--- config.mk ---
export PLATFORM = sky130hd
export DESIGN_NAME = sync_frame_deframer_fletcher8_top
export DESIGN_NICKNAME = d
export VERILOG_FILES = /design/src/hdl/sfd_pkg.sv /design/src/hdl/sfd_cfg.sv /design/src/hdl/sfd_parse.sv /design/src/hdl/sfd_outbuf.sv /design/src/hdl/sync_frame_deframer_fletcher8_top.sv
export SDC_FILE = /design/constraint.sdc
export NUM_CORES = 1
export LEC_CHECK = 0
export BUFFER_PORTS_ARGS = -buffer_cell sky130_fd_sc_hd__buf_2
export CORE_MARGIN = 2
export CORE_UTILIZATION = 65
export CTS_CLUSTER_SIZE = 8
export DETAILED_ROUTE_END_ITERATION = 7
export GPL_TIMING_DRIVEN = 1
export HOLD_SLACK_MARGIN = 0.12
export PLACE_DENSITY = 0.83
export REMOVE_ABC_BUFFERS = 1
export SLEW_MARGIN = 30
export SYNTH_ARGS = -nofsm -noshare
export SYNTH_HDL_FRONTEND = slang
export SYNTH_SLANG_ARGS = --single-unit
--- constraint.sdc ---
create_clock -name clk -period 14.4 [get_ports clk]
set_input_delay 2.16 -clock clk [delete_from_list [all_inputs] [get_ports clk]]
set_output_delay 2.16 -clock clk [all_outputs]
set_load 0.1 [all_outputs]
--- src/hdl/sfd_pkg.sv ---
// sfd_pkg: shared types and constants for the sync-framed Fletcher-8 deframer.
// Used by every module under hdl/; depends on nothing.
`default_nettype none

package sfd_pkg;

    localparam int CFG_DATA_W = 16;

    // register indexes on the configuration port
    localparam logic [1:0] CFG_FIRST_SYNC   = 2'd0;
    localparam logic [1:0] CFG_SECOND_SYNC  = 2'd1;
    localparam logic [1:0] CFG_MAX_LENGTH   = 2'd2;
    localparam logic [1:0] CFG_CHECK_ENABLE = 2'd3;

    localparam logic [7:0]  FIRST_SYNC_RST   = 8'hB5;
    localparam logic [7:0]  SECOND_SYNC_RST  = 8'h62;
    localparam logic [15:0] MAX_LENGTH_RST   = 16'd1024;
    localparam logic        CHECK_ENABLE_RST = 1'b1;

    // parser phases
    localparam logic [3:0] PH_HUNT    = 4'd0;
    localparam logic [3:0] PH_SYNC2   = 4'd1;
    localparam logic [3:0] PH_CLASS   = 4'd2;
    localparam logic [3:0] PH_ID      = 4'd3;
    localparam logic [3:0] PH_LEN_LO  = 4'd4;
    localparam logic [3:0] PH_LEN_HI  = 4'd5;
    localparam logic [3:0] PH_PAYLOAD = 4'd6;
    localparam logic [3:0] PH_CHK_A   = 4'd7;
    localparam logic [3:0] PH_CHK_B   = 4'd8;

    localparam logic KIND_DATA = 1'b0;
    localparam logic KIND_END  = 1'b1;

    typedef struct packed {
        logic [7:0]  first_sync;
        logic [7:0]  second_sync;
        logic [15:0] max_length;
        logic        check_enable;
    } cfg_t;

    typedef struct packed {
        logic        kind;
        logic [7:0]  frame_class;
        logic [7:0]  msg_id;
        logic [15:0] frame_length;
        logic [15:0] byte_index;
        logic [7:0]  data_byte;
        logic        last;
        logic        accepted;
    } result_t;

endpackage

`default_nettype wire

--- src/hdl/sfd_cfg.sv ---
// sfd_cfg: configuration register bank, written through a plain write port.
// Depends on sfd_pkg.
`default_nettype none

module sfd_cfg
    import sfd_pkg::*;
(
    input  wire logic                  clk,
    input  wire logic                  rst_n,
    input  wire logic                  cfg_we,
    input  wire logic [1:0]            cfg_index,
    input  wire logic [CFG_DATA_W-1:0] cfg_data,
    output cfg_t                       cfg
);

    cfg_t cfg_reg;

    always_ff @(posedge clk or negedge rst_n)
    begin
        if (!rst_n)
        begin
            cfg_reg.first_sync   <= FIRST_SYNC_RST;
            cfg_reg.second_sync  <= SECOND_SYNC_RST;
            cfg_reg.max_length   <= MAX_LENGTH_RST;
            cfg_reg.check_enable <= CHECK_ENABLE_RST;
        end
        else if (cfg_we)
        begin
            case (cfg_index)
                CFG_FIRST_SYNC:   cfg_reg.first_sync   <= cfg_data[7:0];
                CFG_SECOND_SYNC:  cfg_reg.second_sync  <= cfg_data[7:0];
                CFG_MAX_LENGTH:   cfg_reg.max_length   <= cfg_data[15:0];
                CFG_CHECK_ENABLE: cfg_reg.check_enable <= cfg_data[0];
                default:          cfg_reg <= cfg_reg;
            endcase
        end
    end

    assign cfg = cfg_reg;

endmodule

`default_nettype wire

--- src/hdl/sfd_parse.sv ---
// sfd_parse: frame state machine and running Fletcher-8 sums; one byte per transfer.
// Depends on sfd_pkg.
`default_nettype none

module sfd_parse
    import sfd_pkg::*;
(
    input  wire logic       clk,
    input  wire logic       rst_n,
    input  wire cfg_t       cfg,
    input  wire logic       step,
    input  wire logic [7:0] rx_byte,
    output logic            res_valid,
    output result_t         res
);

    logic [3:0]  phase_reg, phase_next;
    logic [7:0]  class_reg, class_next;
    logic [7:0]  id_reg, id_next;
    logic [15:0] length_reg, length_next;
    logic [15:0] count_reg, count_next;
    logic [7:0]  sum_a_reg, sum_a_next;
    logic [7:0]  sum_b_reg, sum_b_next;
    logic [7:0]  chk_a_reg, chk_a_next;

    logic [7:0]  fold_a, fold_b;
    logic [15:0] len_full;
    logic [15:0] count_inc;
    logic        sums_ok;

    assign fold_a    = sum_a_reg + rx_byte;
    assign fold_b    = sum_b_reg + fold_a;
    assign len_full  = {rx_byte, length_reg[7:0]};
    assign count_inc = count_reg + 16'd1;
    assign sums_ok   = (chk_a_reg == sum_a_reg) && (rx_byte == sum_b_reg);

    always_comb
    begin
        phase_next  = phase_reg;
        class_next  = class_reg;
        id_next     = id_reg;
        length_next = length_reg;
        count_next  = count_reg;
        sum_a_next  = sum_a_reg;
        sum_b_next  = sum_b_reg;
        chk_a_next  = chk_a_reg;
        res_valid   = 1'b0;

        res.kind         = KIND_DATA;
        res.frame_class  = class_reg;
        res.msg_id       = id_reg;
        res.frame_length = length_reg;
        res.byte_index   = count_reg;
        res.data_byte    = rx_byte;
        res.last         = 1'b0;
        res.accepted     = 1'b0;

        case (phase_reg)
            PH_HUNT:
            begin
                if (rx_byte == cfg.first_sync)
                    phase_next = PH_SYNC2;
            end
            PH_SYNC2:
            begin
                if (rx_byte == cfg.second_sync)
                begin
                    sum_a_next = 8'd0;
                    sum_b_next = 8'd0;
                    phase_next = PH_CLASS;
                end
                else if (rx_byte != cfg.first_sync)
                    phase_next = PH_HUNT;
            end
            PH_CLASS:
            begin
                class_next = rx_byte;
                sum_a_next = fold_a;
                sum_b_next = fold_b;
                phase_next = PH_ID;
            end
            PH_ID:
            begin
                id_next    = rx_byte;
                sum_a_next = fold_a;
                sum_b_next = fold_b;
                phase_next = PH_LEN_LO;
            end
            PH_LEN_LO:
            begin
                length_next = {8'd0, rx_byte};
                sum_a_next  = fold_a;
                sum_b_next  = fold_b;
                phase_next  = PH_LEN_HI;
            end
            PH_LEN_HI:
            begin
                length_next = len_full;
                sum_a_next  = fold_a;
                sum_b_next  = fold_b;
                count_next  = 16'd0;
                if (len_full > cfg.max_length)
                    phase_next = PH_HUNT;
                else if (len_full == 16'd0)
                    phase_next = PH_CHK_A;
                else
                    phase_next = PH_PAYLOAD;
            end
            PH_PAYLOAD:
            begin
                sum_a_next = fold_a;
                sum_b_next = fold_b;
                res_valid  = 1'b1;
                count_next = count_inc;
                if (count_inc >= length_reg)
                    phase_next = PH_CHK_A;
            end
            PH_CHK_A:
            begin
                chk_a_next = rx_byte;
                phase_next = PH_CHK_B;
            end
            PH_CHK_B:
            begin
                res_valid      = 1'b1;
                res.kind       = KIND_END;
                res.byte_index = 16'd0;
                res.data_byte  = 8'd0;
                res.last       = 1'b1;
                res.accepted   = !cfg.check_enable || sums_ok;
                phase_next     = PH_HUNT;
            end
            default:
            begin
                phase_next = PH_HUNT;
            end
        endcase
    end

    always_ff @(posedge clk or negedge rst_n)
    begin
        if (!rst_n)
        begin
            phase_reg  <= PH_HUNT;
            class_reg  <= 8'd0;
            id_reg     <= 8'd0;
            length_reg <= 16'd0;
            count_reg  <= 16'd0;
            sum_a_reg  <= 8'd0;
            sum_b_reg  <= 8'd0;
            chk_a_reg  <= 8'd0;
        end
        else if (step)
        begin
            phase_reg  <= phase_next;
            class_reg  <= class_next;
            id_reg     <= id_next;
            length_reg <= length_next;
            count_reg  <= count_next;
            sum_a_reg  <= sum_a_next;
            sum_b_reg  <= sum_b_next;
            chk_a_reg  <= chk_a_next;
        end
    end

endmodule

`default_nettype wire

--- src/hdl/sfd_outbuf.sv ---
// sfd_outbuf: result register plus one skid entry; stall upstream comes from a flop.
// Depends on sfd_pkg.
`default_nettype none

module sfd_outbuf
    import sfd_pkg::*;
(
    input  wire logic    clk,
    input  wire logic    rst_n,
    input  wire logic    push,
    input  wire result_t push_data,
    output logic         full,
    output logic         out_valid,
    input  wire logic    out_stall,
    output result_t      out_data
);

    result_t out_reg;
    result_t skid_reg;
    logic    out_valid_reg;
    logic    skid_valid_reg;
    logic    pop;

    assign pop = out_valid_reg && !out_stall;

    always_ff @(posedge clk or negedge rst_n)
    begin
        if (!rst_n)
        begin
            out_valid_reg  <= 1'b0;
            skid_valid_reg <= 1'b0;
        end
        else if (push)
        begin
            // push only happens while the skid entry is empty
            if (!out_valid_reg || pop)
                out_valid_reg <= 1'b1;
            else
                skid_valid_reg <= 1'b1;
        end
        else if (pop)
        begin
            if (skid_valid_reg)
                skid_valid_reg <= 1'b0;
            else
                out_valid_reg <= 1'b0;
        end
    end

    always_ff @(posedge clk)
    begin
        if (push)
        begin
            if (!out_valid_reg || pop)
                out_reg <= push_data;
            else
                skid_reg <= push_data;
        end
        else if (pop && skid_valid_reg)
            out_reg <= skid_reg;
    end

    assign full      = skid_valid_reg;
    assign out_valid = out_valid_reg;
    assign out_data  = out_reg;

endmodule

`default_nettype wire

--- src/hdl/sync_frame_deframer_fletcher8_top.sv ---
// Top level of the sync-framed Fletcher-8 deframer.
// Depends on sfd_pkg, sfd_cfg, sfd_parse and sfd_outbuf.
//
// Input channel: one received byte (rx_byte) per transfer, in_valid / in_stall.
// Output channel: at most one result per input byte, out_valid / out_stall.
//   A payload byte gives a result with kind 0 and its index in the payload;
//   the second checksum byte gives a frame-end result (kind 1, last 1) whose
//   accepted flag says the checksum matched or checking is off.
// Config port: cfg_we with cfg_index 0..3 (first_sync, second_sync,
//   max_length, check_enable); a write takes effect on the next byte.
// Throughput: one byte per cycle while in_stall is low. The frame state and
//   Fletcher sums update in the cycle a byte transfers; the result is registered
//   at that edge in the output register, or in the skid when the output is held.
// Receiver stall: results back up into a one-entry skid; in_stall rises only
//   when both the output register and the skid hold results.
// Reset: registers return to 0xB5, 0x62, 1024, checking on; the parser hunts
//   for the first sync byte and the output side is empty.
`default_nettype none

module sync_frame_deframer_fletcher8_top
    import sfd_pkg::*;
(
    input  wire logic                  clk,
    input  wire logic                  rst_n,
    input  wire logic                  in_valid,
    output logic                       in_stall,
    input  wire logic [7:0]            rx_byte,
    output logic                       out_valid,
    input  wire logic                  out_stall,
    output logic                       kind,
    output logic [7:0]                 frame_class,
    output logic [7:0]                 msg_id,
    output logic [15:0]                frame_length,
    output logic [15:0]                byte_index,
    output logic [7:0]                 data_byte,
    output logic                       last,
    output logic                       accepted,
    input  wire logic                  cfg_we,
    input  wire logic [1:0]            cfg_index,
    input  wire logic [CFG_DATA_W-1:0] cfg_data
);

    cfg_t    cfg;
    result_t res;
    result_t out_data;
    logic    res_valid;
    logic    step;
    logic    full;

    assign in_stall = full;
    assign step     = in_valid && !full;

    sfd_cfg u_cfg
    (
        .clk       (clk),
        .rst_n     (rst_n),
        .cfg_we    (cfg_we),
        .cfg_index (cfg_index),
        .cfg_data  (cfg_data),
        .cfg       (cfg)
    );

    sfd_parse u_parse
    (
        .clk       (clk),
        .rst_n     (rst_n),
        .cfg       (cfg),
        .step      (step),
        .rx_byte   (rx_byte),
        .res_valid (res_valid),
        .res       (res)
    );

    sfd_outbuf u_outbuf
    (
        .clk       (clk),
        .rst_n     (rst_n),
        .push      (step && res_valid),
        .push_data (res),
        .full      (full),
        .out_valid (out_valid),
        .out_stall (out_stall),
        .out_data  (out_data)
    );

    assign kind         = out_data.kind;
    assign frame_class  = out_data.frame_class;
    assign msg_id       = out_data.msg_id;
    assign frame_length = out_data.frame_length;
    assign byte_index   = out_data.byte_index;
    assign data_byte    = out_data.data_byte;
    assign last         = out_data.last;
    assign accepted     = out_data.accepted;

    // skid holds a result only behind a valid output register
    a_skid_behind_out: assert property (@(posedge clk) disable iff (!rst_n)
        in_stall |-> out_valid)
        else $error("skid entry full while output register empty");

    a_end_fields: assert property (@(posedge clk) disable iff (!rst_n)
        (out_valid && kind == KIND_END) |-> (last && data_byte == 8'd0 && byte_index == 16'd0))
        else $error("frame-end result carries payload fields");

    a_data_fields: assert property (@(posedge clk) disable iff (!rst_n)
        (out_valid && kind == KIND_DATA) |-> (!last && !accepted))
        else $error("payload result marked as frame end");

    // a full skid with a stalled receiver must hold the input off next cycle
    a_full_holds: assert property (@(posedge clk) disable iff (!rst_n)
        (in_stall && out_stall) |=> in_stall)
        else $error("skid drained while receiver stalled");

endmodule

`default_nettype wire

==> results.yml, run 1 <==
synth:
  synth.distinct_cells: 70
  syn_avg_cell_area_sq_um: 12.03
  ys_ff_latch: 227
  synth-edff-count: 116
  syn_area_sq_um: 10960
  async_flop_share: 0.4890
  synth-warning-count: 0
  synthCells: 911
  ys.flop_type: "edfxtp_1"
  synth_seq_area_share: 0.5726
cts:
  cts.hold.buffers_added: 0
  postCtsResizedCells: 0
  cts_buffers: 34
  cts.sinks: 227
  post_cts_buffers: 0
  clock_path_buffers: 3
  clk_pin_slew_ns: 0.05
  cts_tree: "done"
  clk_latency_ns: 0.50
  root_buffer: "clkbuf_16"
  htreeDepth: 2
die:
  start_util: 0.6631
  fp.dieH_um: 133.8
  ios: 92
  core_sq_um: 16520
  die_w_um: 133.8
  rows: 47
  die-area_sq_um: 17910
cells_and_area:
  fin_util: 0.7594
  drive_gt1_frac: 0.2241
  antenna_cells: 0
  nets: 1087
  area_delta_synth_final_pct: 14.54
setup_path:
  critPathLaunchType: "input pin"
  crit_path_end_kind: "flip-flop"
  r2r_start: "u_parse.phase_reg[2]"
  worst-r2r-cell-count: 7
  endpoint: "u_parse.sum_b_reg[7]"
  crit_fanout: 12
  crit_type: "in2reg"
  worst-r2r-setup-slack_ns: 10.83
  required_ns: 14.78
  worstPathArrival_ns: 5.17
  crit_start: "rx_byte[0]"
  reg2reg_to: "u_outbuf.skid_reg[32]"
drt:
  dr.pass1.iters: 5
  initialDrtViolationCount: 719
  avgViaCountPerCell: 5.891
  wire_per_inst_um: 18.40
  wirelength_mm: 23.02
  ant_nets: 0
  drc: 0
  routed-via-count: 7370
global_route:
  antenna_found_initial: 0
  grt_pass1_vias: 7329
  grt_max_degree: 59
  grt_usage: 0.2666
  grt_overflow: 0
  grt_first_pass_wirelength_mm: 37.73
power:
  peakVddDrop_mv: 0.1572
  p_leak_nw: 5.296
  power_frac_comb: 0.348
  p_per_area_nw_per_um2: 205.1
  clkPwrFrac: 0.278
  total_power_mw: 2.574
  p_int_mw: 1.593
  p_seq_frac: 0.374
  power.net_switching_mw: 0.9816
  switching_share: 0.3813
timing:
  tightestPinTransition_ns: 0.9000
  finalHoldViolations: 0
  setup_viol: 0
  relSlewSlack: 0.3960
  rsz0062_at_grt: "false"
  fmax_mhz: 208.7
  min_period_over_period: 0.3327
  min_period_ns: 4.791
  maxSlewViolCount: 0
  skew_ns: 0.01013
  hold-worst-slack_ns: 0.4645
  fin_tns_setup_ns: 0
placement:
  place_congestion: 0.8596
  hpwl_mm: 15.01
  portBuffers: 91
worst_hold_path:
  whs_path_depth: 0
  hp-class: "reg2reg"
flow_run:
  maxCapViolations: 0
run_status:
  status: "completed"
==> power by group through the flow <==
stage               Clock [mW]  Combinational, mW  Sequential, mW
floorplan                    0              0.512            1.13
global placement             0              0.851           0.959
detailed placement           0              0.884           0.967
CTS                      0.726              0.893           0.958
global route             0.754              0.979           0.977
finish                   0.716              0.897           0.962
==> stage by stage <==
step / worst slack (ns) / instance area [sq um] / instances
global route: 9.434 / 12550 / 1251
floorplan: 7.779 / 10770 / 874
finish: 9.609 / 12550 / 1251
detailed placement: 9.154 / 11570 / 1191
global placement: 9.231 / 11560 / 1191
CTS: 9.646 / 12550 / 1251
==> cells by family (layout without fill, tap and decap cells) <==
group	after synthesis	in the layout	share of synthesized area
multiplexers	80	80	0.08222
AND/OR/NAND/NOR	262	262	0.1180
flip-flops	227	227	0.5726
AO/OA/AOI/OAI	157	157	0.09432
adder cells (fa/ha/maj)	49	49	0.05733
buffers and inverters	83	203	0.03323
XOR/XNOR	53	53	0.04237
==> synthesized netlist by cell type, drive strengths merged, types with 12 or more instances <==
master    n  area [sq um]
nor2b    30         187.7
xor2     32         280.3
nand4    12         75.07
xnor2    21         183.9
nand2   133         501.7
edfxtp  116          3483
nand3    14         70.07
dfrtp   101          2527
mux2     80         900.9
buf      26         150.2
a21oi    25         128.9
ha       47         588.1
o21ai    71         366.6
nor2     31         118.9
inv      46         172.7
==> worst min-delay path by stage <==
stage                                  from                    end  slack, ns
after global placement    u_parse.id_reg[3]  u_outbuf.skid_reg[45]       0.45
after detailed placement  u_parse.id_reg[4]  u_outbuf.skid_reg[46]       0.45
final                     u_parse.id_reg[0]  u_outbuf.skid_reg[42]       0.46
after global routing      u_parse.id_reg[7]  u_outbuf.skid_reg[49]       0.49
after floorplan           u_parse.id_reg[0]  u_outbuf.skid_reg[42]       0.44
after CTS                 u_parse.id_reg[0]  u_outbuf.skid_reg[42]       0.47
==> layout by cell type (no fill, tap or decap), types with 21 or more instances in the layout <==
cell type / n
xnor2_1: 21
nand2_1: 132
xor2_1: 32
buf_2: 90
nor2b_1: 29
edfxtp_1: 116
mux2_2: 58
o21ai_1: 27
mux2_1: 22
clkbuf_16: 34
o21ai_0: 42
clkbuf_1: 22
a21oi_1: 23
inv_1: 45
dfrtp_1: 101
nor2_1: 29
ha_1: 47
==> worst max-delay path, cell delays in order <==
cell and delay (ns):
buf_2 0.29, ha_1 0.25, inv_1 0.06, fa_1 0.40, nor2b_1 0.12, o21ai_0 0.11
a21boi_1 0.20, o21ai_0 0.12, a21boi_0 0.25, nor2_1 0.09, ha_1 0.31, a21oi_1 0.09
or4_4 0.43, a31oi_1 0.20, o2bb2ai_1 0.10
==> metal layers <==
metal / vias to the layer above / global-route usage / share of wire
met4: 0 / 0.1017 / 0.031
li1: 3440 / - / -
met1: 3562 / 0.3619 / 0.43
met2: 300 / 0.4356 / 0.48
met3: 68 / 0.04649 / 0.061
met5: - / 0 / 0
==> area by class of cell <==
class                           count  area (sq um)
Timing Repair Buffer               97         503.0
Clock inverter                      4         41.29
Inverter                           46         172.7
Sequential cell                   227          6274
Clock buffer                       56         933.4
Fill cell                        1034          3975
Tap cell                          220         275.3
Multi-Input combinational cell    601          4350
Power figures use the tool's default switching activity.
==> inputs of run 2 (changes only) <==
- CORE_UTILIZATION: 65 -> 54
- PLACE_DENSITY: 0.83 -> 0.73
- clock period: 14.4 -> 4.4 ns (I/O delays scaled with it)
==> results.yml, run 2 (same netlist as run 1, synthesis figures left out) <==
cts:
  clk_latency_ns: 0.50
  clk_pin_slew_ns: 0.05
  htreeDepth: 2
  cts_buffers: 34
  cts.hold.buffers_added: 0
  post_cts_buffers: 0
  cts_tree: "done"
  cts.sinks: 227
  clock_path_buffers: 3
  root_buffer: "clkbuf_16"
  postCtsResizedCells: 0
die:
  start_util: 0.5450
  die_w_um: 146.4
  ios: 92
  core_sq_um: 20100
  rows: 52
  fp.dieH_um: 146.4
  die-area_sq_um: 21450
cells_and_area:
  drive_gt1_frac: 0.2267
  final_cell_mix: "nand2_1, edfxtp_1, dfrtp_1"
  stdcell_count: 1302
  nets: 1090
  area_delta_synth_final_pct: 15.35
  final_common_cell: "nand2_1"
  antenna_cells: 0
  fin_util: 0.6286
timing:
  rsz0062_at_grt: "false"
  finalHoldViolations: 0
  tightestPinTransition_ns: 0.8393
  min_period_over_period: 0.7573
  min_period_ns: 3.332
  fmax_mhz: 300.1
  relSlewSlack: 0.4388
  setup_viol: 0
  maxSlewViolCount: 0
  skew_ns: 0.01737
setup_path:
  required_ns: 4.77
  crit_type: "reg2reg"
  crit_buf_inv: 0
  path_delay_family: "compound AO/OA/AOI/OAI gates"
  worst-r2r-cell-count: 13
  slowest_delay_ns: 0.44
  slowest_stage: "dfrtp_1"
  crit_path_end_kind: "flip-flop"
  reg2reg_to: "u_parse.phase_reg[1]"
  crit_fanout: 7
  worstPathArrival_ns: 3.70
  worst-r2r-setup-slack_ns: 1.07
  r2r_start: "u_parse.count_reg[0]"
  path_cells: "ha_1 -> nand2_1 -> or2_1 -> nor2_2 -> nand2_1 -> xnor2_1 -> ha_1 -> a21o_1 -> a2111oi_4 -> o2111a_1 -> and4bb_4 -> a21oi_1 -> a41oi_2"
  critPathLaunchType: "flip-flop"
run_status:
  status: "completed"
placement:
  hpwl_mm: 15.25
  portBuffers: 91
  dp_cells: 1244
  place_congestion: 0.8662
drt:
  wire_per_inst_um: 17.60
  routed-via-count: 7161
  ant_nets: 0
  avgViaCountPerCell: 5.500
  initialDrtViolationCount: 501
  wirelength_mm: 22.91
  drc: 0
  dr.pass1.iters: 5
global_route:
  grt_usage: 0.2206
  grt_pass1_vias: 7172
  grt_first_pass_wirelength_mm: 37.46
  antenna_found_initial: 0
  grt_overflow: 0
  grt_max_degree: 65
power:
  peakVddDrop_mv: 0.3800
  p_per_area_nw_per_um2: 662.0
  p_leak_nw: 5.303
worst_hold_path:
  hp-class: "in2async"
flow_run:
  maxCapViolations: 0
## run 2: worst max path at each step
stage                               startpoint                    to  cells past startpoint
final                     u_parse.count_reg[0]  u_parse.phase_reg[1]                     13
after floorplan                  u_outbuf.full  u_outbuf.out_data[0]                      6
after detailed placement            rx_byte[1]  u_parse.sum_b_reg[7]                     14
after CTS                 u_parse.count_reg[0]  u_parse.phase_reg[1]                     13
after global routing      u_parse.count_reg[0]  u_parse.phase_reg[1]                     13
after global placement              rx_byte[1]  u_parse.sum_b_reg[7]                     14
## run 2: cell type report
| class | instances | area, sq um |
|---|---|---|
| multi-input combinational | 601 | 4345 |
| clock inverter | 4 | 41.29 |
| inverter | 46 | 172.7 |
| clock buffer | 54 | 925.9 |
| tap | 270 | 337.8 |
| fill | 1575 | 7466 |
| sequential | 227 | 6274 |
| timing repair buffer | 100 | 541.8 |
## run 2: metrics by stage
stage | setup slack, ns | setup TNS [ns] | hold slack, ns | power [mW] | cell area, sq um
floorplan | -1.080 | -62.66 | 0.3644 | 5.379 | 10770
global placement | 0.8778 | 0 | 0.4494 | 5.977 | 11660
detailed placement | 0.7882 | 0 | 0.4564 | 6.066 | 11670
CTS | 1.082 | 0 | 0.3215 | 8.424 | 12630
global route | 0.7899 | 0 | 0.2185 | 8.873 | 12640
finish | 1.068 | 0 | 0.1813 | 8.366 | 12640
## run 2: layer usage
metal | global-route usage | up-vias | routed length (um)
met2 | 0.3583 | 217 | 10820
met3 | 0.04688 | 45 | 1339
li1 | - | 3452 | -
met1 | 0.3003 | 3447 | 10200
met5 | 0 | - | 0
met4 | 0.06990 | 0 | 549
## run 2: report_power, final
group          internal (mW)  switching [mW]  leakage [nW]
Combinational           1.00            1.90          2.43
Sequential              2.77           0.371          2.41
Clock                   1.44           0.883         0.459
Total                   5.21            3.16          5.30
==> inputs of run 3 (changes only) <==
- ABC_AREA: default -> 1
- clock period: 4.4 -> 3.02 ns (I/O delays scaled with it)
==> results.yml, run 3 <==
run_status:
  status: "completed"
worst_hold_path:
  hp-class: "in2reg"
setup_path:
  crit_type: "reg2reg"
  worstPathArrival_ns: 3.24
  slowest_delay_ns: 0.41
  cp_common_cell: "nand2_1"
  crit_path_end_kind: "flip-flop"
  critPathLaunchType: "flip-flop"
  path_cells: "ha_2 -> nand2_1 -> nor2_2 -> nand3_2 -> nor2_4 -> nand2_1 -> nor2_2 -> xor2_1 -> inv_1 -> ha_1 -> nand2_1 -> nor3_2 -> nand3_1 -> nand3_1 -> nor2_1 -> nor2_2 -> nand2_1 -> o21ai_0"
  path_delay_family: "simple AND/OR/NAND/NOR gates"
  required_ns: 3.43
  crit_fanout: 6
  slowest_stage: "dfrtp_2"
  crit_buf_inv: 1
synth:
  synth_area_leader_cell: "edfxtp_1"
  synth-edff-count: 116
  async_flop_share: 0.4890
  syn_avg_cell_area_sq_um: 9.516
  synth.most_common_cell: "nand2_1"
  synth.top_cells.by_count: "nand2_1, edfxtp_1, inv_1"
  synth_top_area_frac: 0.3220
  synth.distinct_cells: 36
  ys.flop_type: "edfxtp_1"
  syn_area_sq_um: 10820
  synthCells: 1137
  synth-warning-count: 0
  synthTopCellsByArea: "edfxtp_1, dfrtp_1, nand2_1, ha_1, o21ai_0"
  ys_ff_latch: 227
  synth_seq_area_share: 0.5799
cts:
  cts.sinks: 227
  clk_latency_ns: 0.50
  root_buffer: "clkbuf_16"
  htreeDepth: 2
  cts_buffers: 34
  cts_tree: "done"
  clock_path_buffers: 3
  clk_pin_slew_ns: 0.05
timing:
  min_period_ns: 2.832
  skew_ns: 0.009276
  tightestPinTransition_ns: 0.7507
  finalHoldViolations: 0
  min_period_over_period: 0.9377
  setup_viol: 0
  fmax_mhz: 353.1
  maxSlewViolCount: 0
  hold-worst-slack_ns: 0.1863
  relSlewSlack: 0.4977
global_route:
  grt_pass1_vias: 7628
  grt_usage: 0.2240
  antenna_found_initial: 0
  grt_max_degree: 58
  grt_first_pass_wirelength_mm: 38.06
  grt_overflow: 0
power:
  switching_share: 0.3457
  p_per_area_nw_per_um2: 869.1
  p_leak_nw: 5.847
  peakVddDrop_mv: 0.4687
  power.net_switching_mw: 3.804
  p_int_mw: 7.198
  clkPwrFrac: 0.311
  power_frac_comb: 0.294
  p_seq_frac: 0.395
drt:
  avgViaCountPerCell: 5.202
  routed-via-count: 8016
  wirelength_mm: 23.58
  drc: 0
  ant_nets: 0
  wire_per_inst_um: 15.30
  initialDrtViolationCount: 613
  dr.pass1.iters: 5
placement:
  portBuffers: 91
  place_congestion: 0.8669
  dp_cells: 1474
  hpwl_mm: 15.82
cells_and_area:
  final_cell_mix: "nand2_1, inv_1, edfxtp_1"
  final_common_cell: "nand2_1"
  stdcell_count: 1541
  nets: 1333
  area_delta_synth_final_pct: 17.00
  fin_util: 0.6462
  antenna_cells: 0
  fill_cells: 1576
  drive_gt1_frac: 0.1528
die:
  rows: 51
  die-area_sq_um: 21180
  core_sq_um: 19590
  fp.dieH_um: 145.5
  die_w_um: 145.5
  ios: 92
  start_util: 0.5523
flow_run:
  maxCapViolations: 0
[run 3: cell count changes in the layout (fill, tap and decap cells not counted), moves of 28 or more]
cell     delta
inv_1      +71
mux2_2     -58
nand2_1   +214
nand3_1    +28
nor2_1     +36
nor2b_1    -29
o21ai_0    +44
[run 3: worst register-to-register path, stage by stage, from the launching register on]
cell,delay (ns)
dfrtp_2,0.41
ha_2,0.20
nand2_1,0.07
nor2_2,0.15
nand3_2,0.13
nor2_4,0.15
nand2_1,0.09
nor2_2,0.12
xor2_1,0.20
inv_1,0.07
ha_1,0.27
nand2_1,0.07
nor3_2,0.19
nand3_1,0.09
nand3_1,0.09
nor2_1,0.06
nor2_2,0.22
nand2_1,0.08
o21ai_0,0.08
[run 3: power by group through the flow]
stage               clock, mW  combinational, mW  sequential, mW
floorplan                   0               2.32            4.36
global placement            0               3.02            4.34
detailed placement          0               3.13            4.38
CTS                      3.47               3.17            4.33
global route             3.60               3.68            4.41
finish                   3.42               3.24            4.34
[run 3: cells by family after synthesis]
family / after synthesis / synth area share
AOI/OAI and AO/OA: 162 / 0.07748
xor gates and xnor gates: 43 / 0.03481
adders and majority gates: 49 / 0.05805
buffers and inverters: 161 / 0.06245
DFF: 227 / 0.5799
and+or+nand+nor: 495 / 0.1873
[run 3: cell type report]
class	count	area, sq um	area share
clock buffers	55	929.6	0.07344
clock inverters	4	41.29	0.003262
inverters	124	465.4	0.03677
multi-input cells	749	3935	0.3109
flip-flops and latches	227	6275	0.4957
well taps	265	331.6	0.02619
repair buffers	117	680.7	0.05377
[run 3: metrics by stage]
step / setup TNS (ns) / area (sq um) / power, mW / setup slack [ns]
after global routing: -0.1141 / 12660 / 11.70 / -0.03671
after floorplan: -271.64 / 10610 / 6.677 / -2.326
final: 0 / 12660 / 11.00 / 0.1882
after global placement: 0 / 11580 / 7.365 / 0.09520
after detailed placement: -0.1873 / 11580 / 7.510 / -0.07260
after CTS: 0 / 12560 / 10.97 / 0.02218
[run 3: worst paths after layout]
check / startpoint / to / slack [ns] / cells past startpoint
max: u_parse.count_reg[0] / u_parse.phase_reg[2] / 0.19 / 18
min: cfg_data[10] / u_cfg.cfg[11] / 0.19 / 3
max reg2reg: u_parse.count_reg[0] / u_parse.phase_reg[2] / 0.19 / 18
min reg2reg: u_parse.length_reg[11] / u_outbuf.skid_reg[37] / 0.45 / 0
max in group asynchronous: rst_n / u_cfg.cfg[27] / 1.60 / 3
min in group asynchronous: rst_n / u_parse.sum_b_reg[1] / 0.53 / 2
[run 3: timing repair]
item / CTS / global route
cloned: 0 / 0
endpoints found under the hold margin: 47 / 0
resized for setup: 2 / 12
endpoints found under the setup margin: 4 / 4
setup buffers: 0 / 7
hold buffers: 1 / 0
pin swaps: 0 / 5
[run 3: routing by layer]
metal	global-route usage	part of all wire	wire (um)
met3	0.04577	0.068	1602
met1	0.3072	0.45	10500
met5	0	0	0
met4	0.07010	0.021	485
met2	0.3630	0.47	10990
